===== src/design/dsbc_pkg.sv =====
`timescale 1ns / 1ps
`default_nettype none
// ----------------------------------------------------------------------------
// dsbc_pkg
// Shared constants and controller/datapath interface types.
// ----------------------------------------------------------------------------
package dsbc_pkg;

    localparam int N_MAX  = 65536;
    localparam int ADDR_W = $clog2(N_MAX + 1);
    localparam int SUM_W  = 20;
    localparam int LIM_W  = 24;
    localparam int CNT_W  = 17;
    localparam int FLD_W  = 17;

    typedef struct packed {
        logic build_init;
        logic build_rd;
        logic build_wr;
        logic q_load;
        logic q_issue;
        logic out_load;
    } dsbc_cmd_t;

    typedef struct packed {
        logic build_done;
        logic q_empty;
        logic q_last;
        logic out_busy;
    } dsbc_sts_t;

endpackage
`default_nettype wire


===== src/design/dsbc_ctrl.sv =====
`timescale 1ns / 1ps
`default_nettype none
// ----------------------------------------------------------------------------
// dsbc_ctrl
// Sequencer for the table build after reset and for query walks.
// ----------------------------------------------------------------------------
module dsbc_ctrl
    import dsbc_pkg::*;
(
    input  wire logic      clk,
    input  wire logic      rst_n,
    input  wire logic      in_valid,
    output logic           in_stall,
    input  dsbc_sts_t      sts,
    output dsbc_cmd_t      cmd
);

    localparam logic [2:0] ST_INIT  = 3'd0;
    localparam logic [2:0] ST_BRD   = 3'd1;
    localparam logic [2:0] ST_BWR   = 3'd2;
    localparam logic [2:0] ST_IDLE  = 3'd3;
    localparam logic [2:0] ST_RUN   = 3'd4;
    localparam logic [2:0] ST_DRAIN = 3'd5;
    localparam logic [2:0] ST_DONE  = 3'd6;

    logic [2:0] state_reg;
    logic [2:0] state_next;

    assign in_stall = (state_reg != ST_IDLE);

    always_comb
    begin
        state_next = state_reg;
        cmd        = '0;
        unique case (state_reg)
            ST_INIT:
            begin
                cmd.build_init = 1'b1;
                state_next     = ST_BRD;
            end
            ST_BRD:
            begin
                cmd.build_rd = 1'b1;
                state_next   = ST_BWR;
            end
            ST_BWR:
            begin
                cmd.build_wr = 1'b1;
                state_next   = sts.build_done ? ST_IDLE : ST_BRD;
            end
            ST_IDLE:
            begin
                if (in_valid)
                begin
                    cmd.q_load = 1'b1;
                    state_next = sts.q_empty ? ST_DONE : ST_RUN;
                end
            end
            ST_RUN:
            begin
                cmd.q_issue = 1'b1;
                if (sts.q_last)
                begin
                    state_next = ST_DRAIN;
                end
            end
            ST_DRAIN:
            begin
                state_next = ST_DONE;
            end
            ST_DONE:
            begin
                if (!sts.out_busy)
                begin
                    cmd.out_load = 1'b1;
                    state_next   = ST_IDLE;
                end
            end
            default:
            begin
                state_next = ST_INIT;
            end
        endcase
    end

    always_ff @(posedge clk or negedge rst_n)
    begin
        if (!rst_n)
        begin
            state_reg <= ST_INIT;
        end
        else
        begin
            state_reg <= state_next;
        end
    end

endmodule
`default_nettype wire


===== config.mk =====
export PLATFORM = sky130hd
export DESIGN_NAME = dsbc_ctrl
export DESIGN_NICKNAME = d
export VERILOG_FILES = /design/src/design/dsbc_pkg.sv /design/src/design/dsbc_ctrl.sv
export SDC_FILE = /design/constraint.sdc
export NUM_CORES = 1
export LEC_CHECK = 0
export BUFFER_PORTS_ARGS = -buffer_cell sky130_fd_sc_hd__buf_2
export CORE_AREA = 3 3 40 42
export CTS_CLUSTER_SIZE = 24
export DETAILED_ROUTE_END_ITERATION = 12
export DIE_AREA = 0 0 43 45
export SYNTH_ARGS = -nofsm -noshare
export SYNTH_HDL_FRONTEND = slang
export SYNTH_SLANG_ARGS = --single-unit

===== constraint.sdc =====
create_clock -name clk -period 1.8 [get_ports clk]
set_input_delay 0.09 -clock clk [delete_from_list [all_inputs] [get_ports clk]]
set_output_delay 0.09 -clock clk [all_outputs]
set_load 0.1 [all_outputs]

# Word-level counts from Yosys, hierarchy flattened
# Index checks and enable logic that the tools add are counted.
# totals
reg_bits	3
word_cells	27
# op_classes
n_eq_ne	10
muxes	14
reduce_logical	2
# ops
operator	count
3-bit case mux with 7 select lines	1
3-bit equality test, second input constant	3
3-bit 2-to-1 mux	3
1-bit 2-to-1 mux	8
3-bit by 2-bit equality test with 1-bit output, second input constant	2
2-bit != test, second input constant	3
2-bit 2-to-1 mux	2
3-bit by 1-bit equality test with 1-bit output, second input constant	1
3-bit zero test	1
3-bit by 2-bit != test with 1-bit output, second input constant	1
3-bit AND reduction	1

# Longest topological paths before layout
# Gate-level depths: netlist (run 1).
# depth
depth_word	3
depth_mapped	4
ltp_nobuf	3

# Worst setup path after synthesis (run 1)
# Ideal clock, no wire load.
# synth_timing
path_kind	register to output
from	register state_reg[2]
to	output port cmd[3] in the netlist's numbering
arrival_ns	2.716
path_slack_ns	-1.006
stages_incl_launch_ff	3
path_buffers	1
cell_sequence	dfrtp_1 -> buf_4 -> nor3b_1
# synth_lines
item	line_no	source
from (decl)	dsbc_ctrl.sv:26	logic [2:0] state_reg;
from (signal assigned)	dsbc_ctrl.sv:94	state_reg <= state_next;
to (decl)	dsbc_ctrl.sv:15	output dsbc_cmd_t cmd

==> impl_metrics.tcl, run 1 <==
set metrics [dict create \
    cts_made_buffers 3 \
    status "finished, final reports clean" \
    io_pins 14 \
    ys_seq_elements 3 \
    largest_reg_flops 3 \
    synthArstFlopShare 1.00 \
    fp.dieArea_sq_mm 0.00194 \
    clockBufferDepth 2 \
    timing.rr.start "state_reg[1]" \
    ys_seq_area_frac 0.268 \
    grt-ovfl-total 0 \
    antenna_found_initial 0 \
    grt_usage 0.0808 \
    ys_types 21 \
    critPathLaunchType "flip-flop" \
    worstReg2RegEnd "state_reg[0]" \
    fin_tns_setup_ps 0 \
    nNetsFinal 53 \
    cts_tree "done" \
    avgRoutedWirePerCell_microns 10.4 \
    n_antenna_cell 0 \
    worstPathRequired_ps 1710 \
    die_h_microns 45 \
    ys.flop_type "dfrtp_1" \
    cts_num_sinks 3 \
    syn_nets 37 \
    gp_congestion 0.719 \
    r2r_cells 3 \
    die_w_microns 43 \
    synth.avg_cell_area_sq_um 9.34 \
    fin_hold_ws_ps 119 \
    reg2reg_slack_ps 500 \
    worstMarginPinSlew_ps 489 \
    cp_max_fo 10 \
    period_share 0.927 \
    postRouteAntennaNets 0 \
    fmax_mhz 599 \
    cp-end-kind "primary output" \
    drive_above_1_share 0.556 \
    syn_area_sq_um 280 \
    maxCapViolCount 0 \
    finalSetupViolCount 0 \
    rsz0062_at_grt "false" \
    crit_path_start "state_reg[0]" \
    portBuffers 13 \
    drt-initial-drc-count 3 \
    grt_max_degree 12 \
    grt_pass1_wl_microns 1040 \
    fill_cells 141 \
    vias_per_cell 4.25 \
    cts_setup_buffers 0 \
    syn_inst 30 \
    core-area_sq_mm 0.00128 \
    cts_root_buf "clkbuf_4" \
    maxSlewViolCount 0 \
    ys_warn_count 0 \
    insertion_delay_ps 230 \
    maxSlewHeadroom 0.676 \
    vias 255 \
    hp-start "in_valid" \
    synth_edf_count 0 \
    clk_pin_slew_ps 30 \
    hold_violations 0 \
    grt_pass1_vias 229 \
    hold-path-cell-count 2 \
    skew_ps 2.72 \
    area_growth_pct 41.1 \
    rows 13 \
    crit_type "flip-flop to primary output" \
    drc 0 \
    arrival_ps 1580 \
    holdCritPathClass "primary input to flip-flop" \
    htree_levels 1 \
    firstDrtPassIters 2 \
    min_period_ps 1670 \
    start_util 0.218 \
    min_to "state_reg[0]" \
    routed_wl_microns 621 \
]
-- routing by layer --
metal  vias up  GRT usage  routed length (microns)
met3         2     0.0239                       47
met4         0      0.127                       19
met1       107     0.0916                      290
met2        12     0.0958                      263
met5         -          0                        0
li1        134          -                        -
-- cells by family after synthesis --
logic type             share of synthesized area
DFF                                        0.268
AOI/OAI and AO/OA                          0.223
and+or+nand+nor                            0.375
buffers and inverters                      0.134
-- how the worst max path moves through the flow --
stage | end | slack, ps | cells past startpoint
6_report | cmd[4] | 130 | 3
5_1_grt | cmd[4] | 30 | 3
4_1_cts | cmd[0] | 40 | 3
3_5_place_dp | cmd[0] | 300 | 3
3_3_place_gp | cmd[0] | 360 | 3
2_1_floorplan | cmd[3] | -20 | 2
-- synth_stat cells (2+ instances only) --
master | number | area (sq um)
dfrtp_1 | 3 | 75.1
inv_1 | 2 | 7.51
nor2b_1 | 2 | 12.5
buf_6 | 2 | 22.5
o21ai_0 | 2 | 10.0
nor2_1 | 3 | 11.3
o22ai_1 | 2 | 12.5
-- through the flow --
step / utilization / area [sq um] / setup WS [ps] / std cells
final: 0.308 / 395 / 132 / 60
after floorplan: - / 303 / -22.2 / 30
after CTS: 0.306 / 393 / 44.6 / 60
after global placement: 0.278 / 357 / 364 / 55
after global routing: 0.308 / 395 / 27.8 / 60
after detailed placement: 0.278 / 357 / 298 / 55
-- cell type report --
cell class,instances,area (sq um),area share
tap,15,18.8,0.0475
inverter,2,7.51,0.0190
clock buffer,4,26.3,0.0665
multi-input combinational,22,190,0.481
sequential,3,75.1,0.190
timing repair buffer,14,77.6,0.196
-- cells in the final DEF, fill, tap and decap left out, drive strengths merged --
cell type	netlist	routed
a21o	1	1
nand2b	1	1
dfrtp	3	3
o21ai	2	2
nor3b	1	1
nand2	1	1
o2bb2ai	1	1
or2b	1	1
inv	2	2
buf	3	12
dlygate4sd3	0	1
o21a	1	1
clkbuf	0	5
o32ai	1	1
nor2b	2	2
nor2	3	3
nand3b	2	2
o22ai	2	2
and2b	2	2
nor3	1	1
-- what timing repair did --
action,CTS,global route
endpoints found under the setup margin,0,1
hold buffers,1,0
hold endpoints to repair,3,0
resized for setup,0,1
-- worst max-delay path, stage by stage (launching register included) --
cell	delay (ps)
dfrtp_1	560
or2b_1	290
nor2_2	70
buf_2	430
Power of run 1 is not shown: default switching activity piles up to over one toggle a cycle in this logic, so the estimate is an artifact.
==> run 2: changes to the inputs <==
--- a/config.mk
+++ b/config.mk
@@ -5,6 +5,7 @@
 export SDC_FILE = /design/constraint.sdc
 export NUM_CORES = 1
 export LEC_CHECK = 0
+export ABC_AREA = 1
 export BUFFER_PORTS_ARGS = -buffer_cell sky130_fd_sc_hd__buf_2
 export CORE_AREA = 3 3 40 42
 export CTS_CLUSTER_SIZE = 24
==> run 2 against run 1 <==
Against the previous run: setup slack gained 45 ps; synthesized cell count grew 50%; global-route usage shrank 0.070 points; largest cell class unchanged; critical path type unchanged; die area is the same; worst hold slack gained 46 ps; synthesized area shrank 0.45%; maximum frequency grew 2.8%; final cell count grew 27%; sequential share of layout area shrank 0.41 points.
==> impl_metrics.tcl, run 2 <==
set metrics [dict create \
    worstPathRequired_ps 1710 \
    clk_pin_slew_ps 40 \
    crit_type "flip-flop to primary output" \
    crit_path_start "state_reg[2]" \
    period_share 0.902 \
    grt_pass1_vias 299 \
    antenna_found_initial 0 \
    vias_per_cell 3.93 \
    maxCapViolCount 0 \
    r2r_cells 7 \
    start_util 0.217 \
    synth_edf_count 0 \
    hold-path-cell-count 5 \
    ys_seq_area_frac 0.269 \
    maxSlewHeadroom 0.679 \
    cp_max_fo 9 \
    synthArstFlopShare 1.00 \
    path_depth 4 \
    avgRoutedWirePerCell_microns 8.64 \
    portBuffers 13 \
    ys.flop_type "dfrtp_1" \
    post_cts_resized 0 \
    cts_tree "done" \
    max_stage_delay_ps 500 \
    hold_violations 0 \
    die_w_microns 43 \
    drc 0 \
    crit_buf_inv 2 \
    ys_seq_elements 3 \
    synth.avg_cell_area_sq_um 6.20 \
    path_cells "inv_2 > nand3_2 > nor2_4 > buf_2" \
    htree_levels 1 \
    rsz0062_at_grt "false" \
    ys_types 13 \
    register_area_sq_um 75.1 \
    firstDrtPassIters 2 \
    crit_family "buffers and inverters" \
    grt_pass1_wl_microns 1150 \
    rows 13 \
    maxSlewViolCount 0 \
    vias 299 \
    yosys-top-cells-count "11 x nand2_1, 9 x nor2_1, 8 x inv_1" \
    final_cell_mix "13 x buf_2, 11 x nand2_1, 8 x inv_1" \
    fp.dieArea_sq_mm 0.00194 \
    min_period_ps 1620 \
    grt_max_degree 10 \
    cts_made_buffers 3 \
    cp-end-kind "primary output" \
    critPathLaunchType "flip-flop" \
    final_common_cell "buf_2" \
    cts_num_sinks 3 \
    n_antenna_cell 0 \
    fin_hold_ws_ps 165 \
    synth_top_area_frac 0.269 \
    arrival_ps 1530 \
    syn_nets 52 \
    nNetsFinal 69 \
    finalCoreUtilization 0.315 \
    postRouteAntennaNets 0 \
    holdCritPathClass "primary input to flip-flop" \
    syn_area_sq_um 279 \
    yosys-top-cells-area "dfrtp_1 27%, nand2_1 15%, nor2_1 12%" \
    area_growth_pct 44.8 \
    drt-initial-drc-count 1 \
    synth_most_common_cell "nand2_1" \
    fill_cells 148 \
    status "finished, final reports clean" \
    gp_congestion 0.804 \
    multi_input_area_sq_um 175 \
    syn_inst 45 \
    clockBufferDepth 2 \
    worstMarginPinSlew_ps 485 \
    cts_root_buf "clkbuf_4" \
    cp_slowest_cell "dfrtp_1" \
    drive_above_1_share 0.426 \
    ys_warn_count 0 \
    largest_reg_flops 3 \
    io_pins 14 \
    fmax_mhz 616 \
    yosysTopAreaCell "dfrtp_1" \
    hp-start "sts[2]" \
    timing.rr.start "state_reg[1]" \
    core-area_sq_mm 0.00128 \
    insertion_delay_ps 240 \
    routed_wl_microns 657 \
    skew_ps 1.88 \
    finalSetupViolCount 0 \
    grt_usage 0.0801 \
    dp_hpwl_microns 548 \
    die_h_microns 45 \
    grt-ovfl-total 0 \
]
## run 2: cell count changes after synthesis, sizes merged, moves of 5 or more
| cell | change |
|---|---|
| inv | +7 |
| nand2 | +10 |
| nand3 | +5 |
| nor2 | +7 |
## run 2: metrics by stage
stage | worst slack [ps] | TNS, ps | std cells | area (sq um)
floorplan | -33.1 | -41.7 | 45 | 307
global placement | 437 | 0 | 71 | 368
detailed placement | 417 | 0 | 71 | 368
CTS | 164 | 0 | 76 | 404
global route | 100 | 0 | 76 | 404
finish | 177 | 0 | 76 | 404
## run 2: kinds of logic (layout without fill, tap and decap cells)
family	after synthesis	count (layout)	share of synthesized area
buffers and inverters	11	27	0.202
AOI/OAI and AO/OA	1	1	0.0269
and+or+nand+nor	30	30	0.502
DFF	3	3	0.269
## run 2: what timing repair did
action	in CTS	in global routing
setup buffers	0	0
endpoints found under the setup margin	0	0
hold endpoints to repair	3	0
hold buffers	1	0
## run 2: tightest hold or removal path, delay by kind of cell
kind	cells	cell delay (ps)
buffers and inverters	1	70
and+or+nand+nor	4	210
## run 2: worst paths after layout
check | slack [ps] | to
max | 180 | cmd[2]
min | 160 | state_reg[1]
min reg2reg | 780 | state_reg[0]
max reg2reg | 660 | state_reg[1]
min in group asynchronous | 180 | state_reg[1]
max in group asynchronous | 1510 | state_reg[2]
## run 2: final cells by class
class	instances	share of cell area
clock buffers	4	0.0650
well taps	15	0.0464
inverters	9	0.0836
flip-flops and latches	3	0.186
repair buffers	14	0.186
multi-input cells	31	0.433
## run 2: metal layers
layer | part of all wire | track usage
met1 | 0.50 | 0.107
met2 | 0.41 | 0.120
met3 | 0.064 | 0.0120
met4 | 0.021 | 0.0542
met5 | 0 | 0
Power of run 2 is left out for the same reason.
==> run 3: changes to the inputs <==
--- a/config.mk
+++ b/config.mk
@@ -11,6 +11,7 @@
 export CTS_CLUSTER_SIZE = 24
 export DETAILED_ROUTE_END_ITERATION = 12
 export DIE_AREA = 0 0 43 45
+export REMOVE_ABC_BUFFERS = 1
 export SYNTH_ARGS = -nofsm -noshare
 export SYNTH_HDL_FRONTEND = slang
 export SYNTH_SLANG_ARGS = --single-unit
==> run 3 against run 2 <==
Against the previous run: die area stayed put; sequential cell count unchanged; cell area down 6.8%; wire length up 2.0%; global-route usage decreased by 0.51 points; final cell count is the same; first-iteration DRC count stayed put; via count is 4.3% higher; utilization shrank 2.1 points; critical path depth did not move; highest routed layer is now met3.
==> impl_metrics.tcl, run 3 (same netlist as run 2, synthesis figures left out) <==
set metrics [dict create \
    status "finished, final reports clean" \
    cts_tree "done" \
    final_cell_mix "13 x buf_2, 11 x nand2_1, 9 x nor2_1" \
    fin_tns_setup_ps 0 \
    cp_max_fo 9 \
    worstPathRequired_ps 1710 \
    area_growth_pct 35.0 \
    finalSetupViolCount 0 \
    vias 312 \
    postRouteAntennaNets 0 \
    cts_num_sinks 3 \
    largest_reg_flops 3 \
    clockBufferDepth 2 \
    grt_usage 0.0749 \
    holdCritPathClass "primary input to async pin" \
    period_share 0.864 \
    io_pins 14 \
    clk_pin_slew_ps 40 \
    post_cts_resized 0 \
    r2r_cells 7 \
    cts_root_buf "clkbuf_4" \
    routed_wl_microns 670 \
    firstDrtPassIters 2 \
    cts_setup_buffers 0 \
    skew_ps 3.59 \
    die_w_microns 43 \
    avgRoutedWirePerCell_microns 8.82 \
    maxSlewHeadroom 0.678 \
    hold_violations 0 \
    worstMarginPinSlew_ps 486 \
    antenna_found_initial 0 \
    nNetsFinal 69 \
    cts_made_buffers 3 \
    core-area_sq_mm 0.00128 \
    cp-end-kind "primary output" \
    start_util 0.217 \
    grt_pass1_vias 287 \
    gp_congestion 0.728 \
    crit_type "flip-flop to primary output" \
    final_common_cell "buf_2" \
    rsz0062_at_grt "false" \
    portBuffers 13 \
    fp.dieArea_sq_mm 0.00194 \
    insertion_delay_ps 230 \
    vias_per_cell 4.11 \
    rows 13 \
    fmax_mhz 643 \
    n_antenna_cell 0 \
    die_h_microns 45 \
    maxCapViolCount 0 \
    grt-ovfl-total 0 \
    ctsHoldBuffers 1 \
    drc 0 \
    drt-initial-drc-count 1 \
    min_period_ps 1560 \
    maxSlewViolCount 0 \
    htree_levels 1 \
    grt_pass1_wl_microns 1050 \
    grt_max_degree 10 \
    arrival_ps 1470 \
    critPathLaunchType "flip-flop" \
    dp_hpwl_microns 523 \
    drive_above_1_share 0.328 \
]
## run 3: layout make-up
cell class	instances	area, sq um
Sequential cell	3	75.1
Timing Repair Buffer	14	75.1
Tap cell	15	18.8
Inverter	9	33.8
Fill cell	162	908
Multi-Input combinational cell	31	148
Clock buffer	4	26.3
## run 3: final timing paths
path	start	endpoint	slack [ps]
setup / recovery	state_reg[2]	cmd[2]	240
hold / removal	rst_n	state_reg[2]	180
setup reg to reg	state_reg[1]	state_reg[1]	700
hold reg to reg	state_reg[0]	state_reg[0]	760
max in group asynchronous	rst_n	state_reg[0]	1510
min in group clk	sts[2]	state_reg[1]	190
## run 3: stage by stage
stage          worst slack [ps]  instance area (sq um)  utilization  cells  hold slack (ps)
2_1_floorplan             -1230                    256            -     43             -206
5_1_grt                     118                    377        0.293     76              192
3_3_place_gp                495                    340        0.265     71             -113
3_5_place_dp                482                    340        0.265     71             -112
6_report                    244                    377        0.293     76              183
4_1_cts                     223                    377        0.293     76              184
## run 3: per-layer routing
metal,GRT usage,wire length (microns),share of wire
met4,0.0361,0,0
met2,0.114,272,0.41
met5,0,0,0
met3,0.0438,60,0.090
met1,0.0843,337,0.50
## run 3: worst max-delay path, stage by stage (launching register included)
cell and delay, ps:
dfrtp_1 480, inv_2 110, nand3_1 110, nor2_1 110, buf_2 430
Power of run 3 is left out for the same reason.
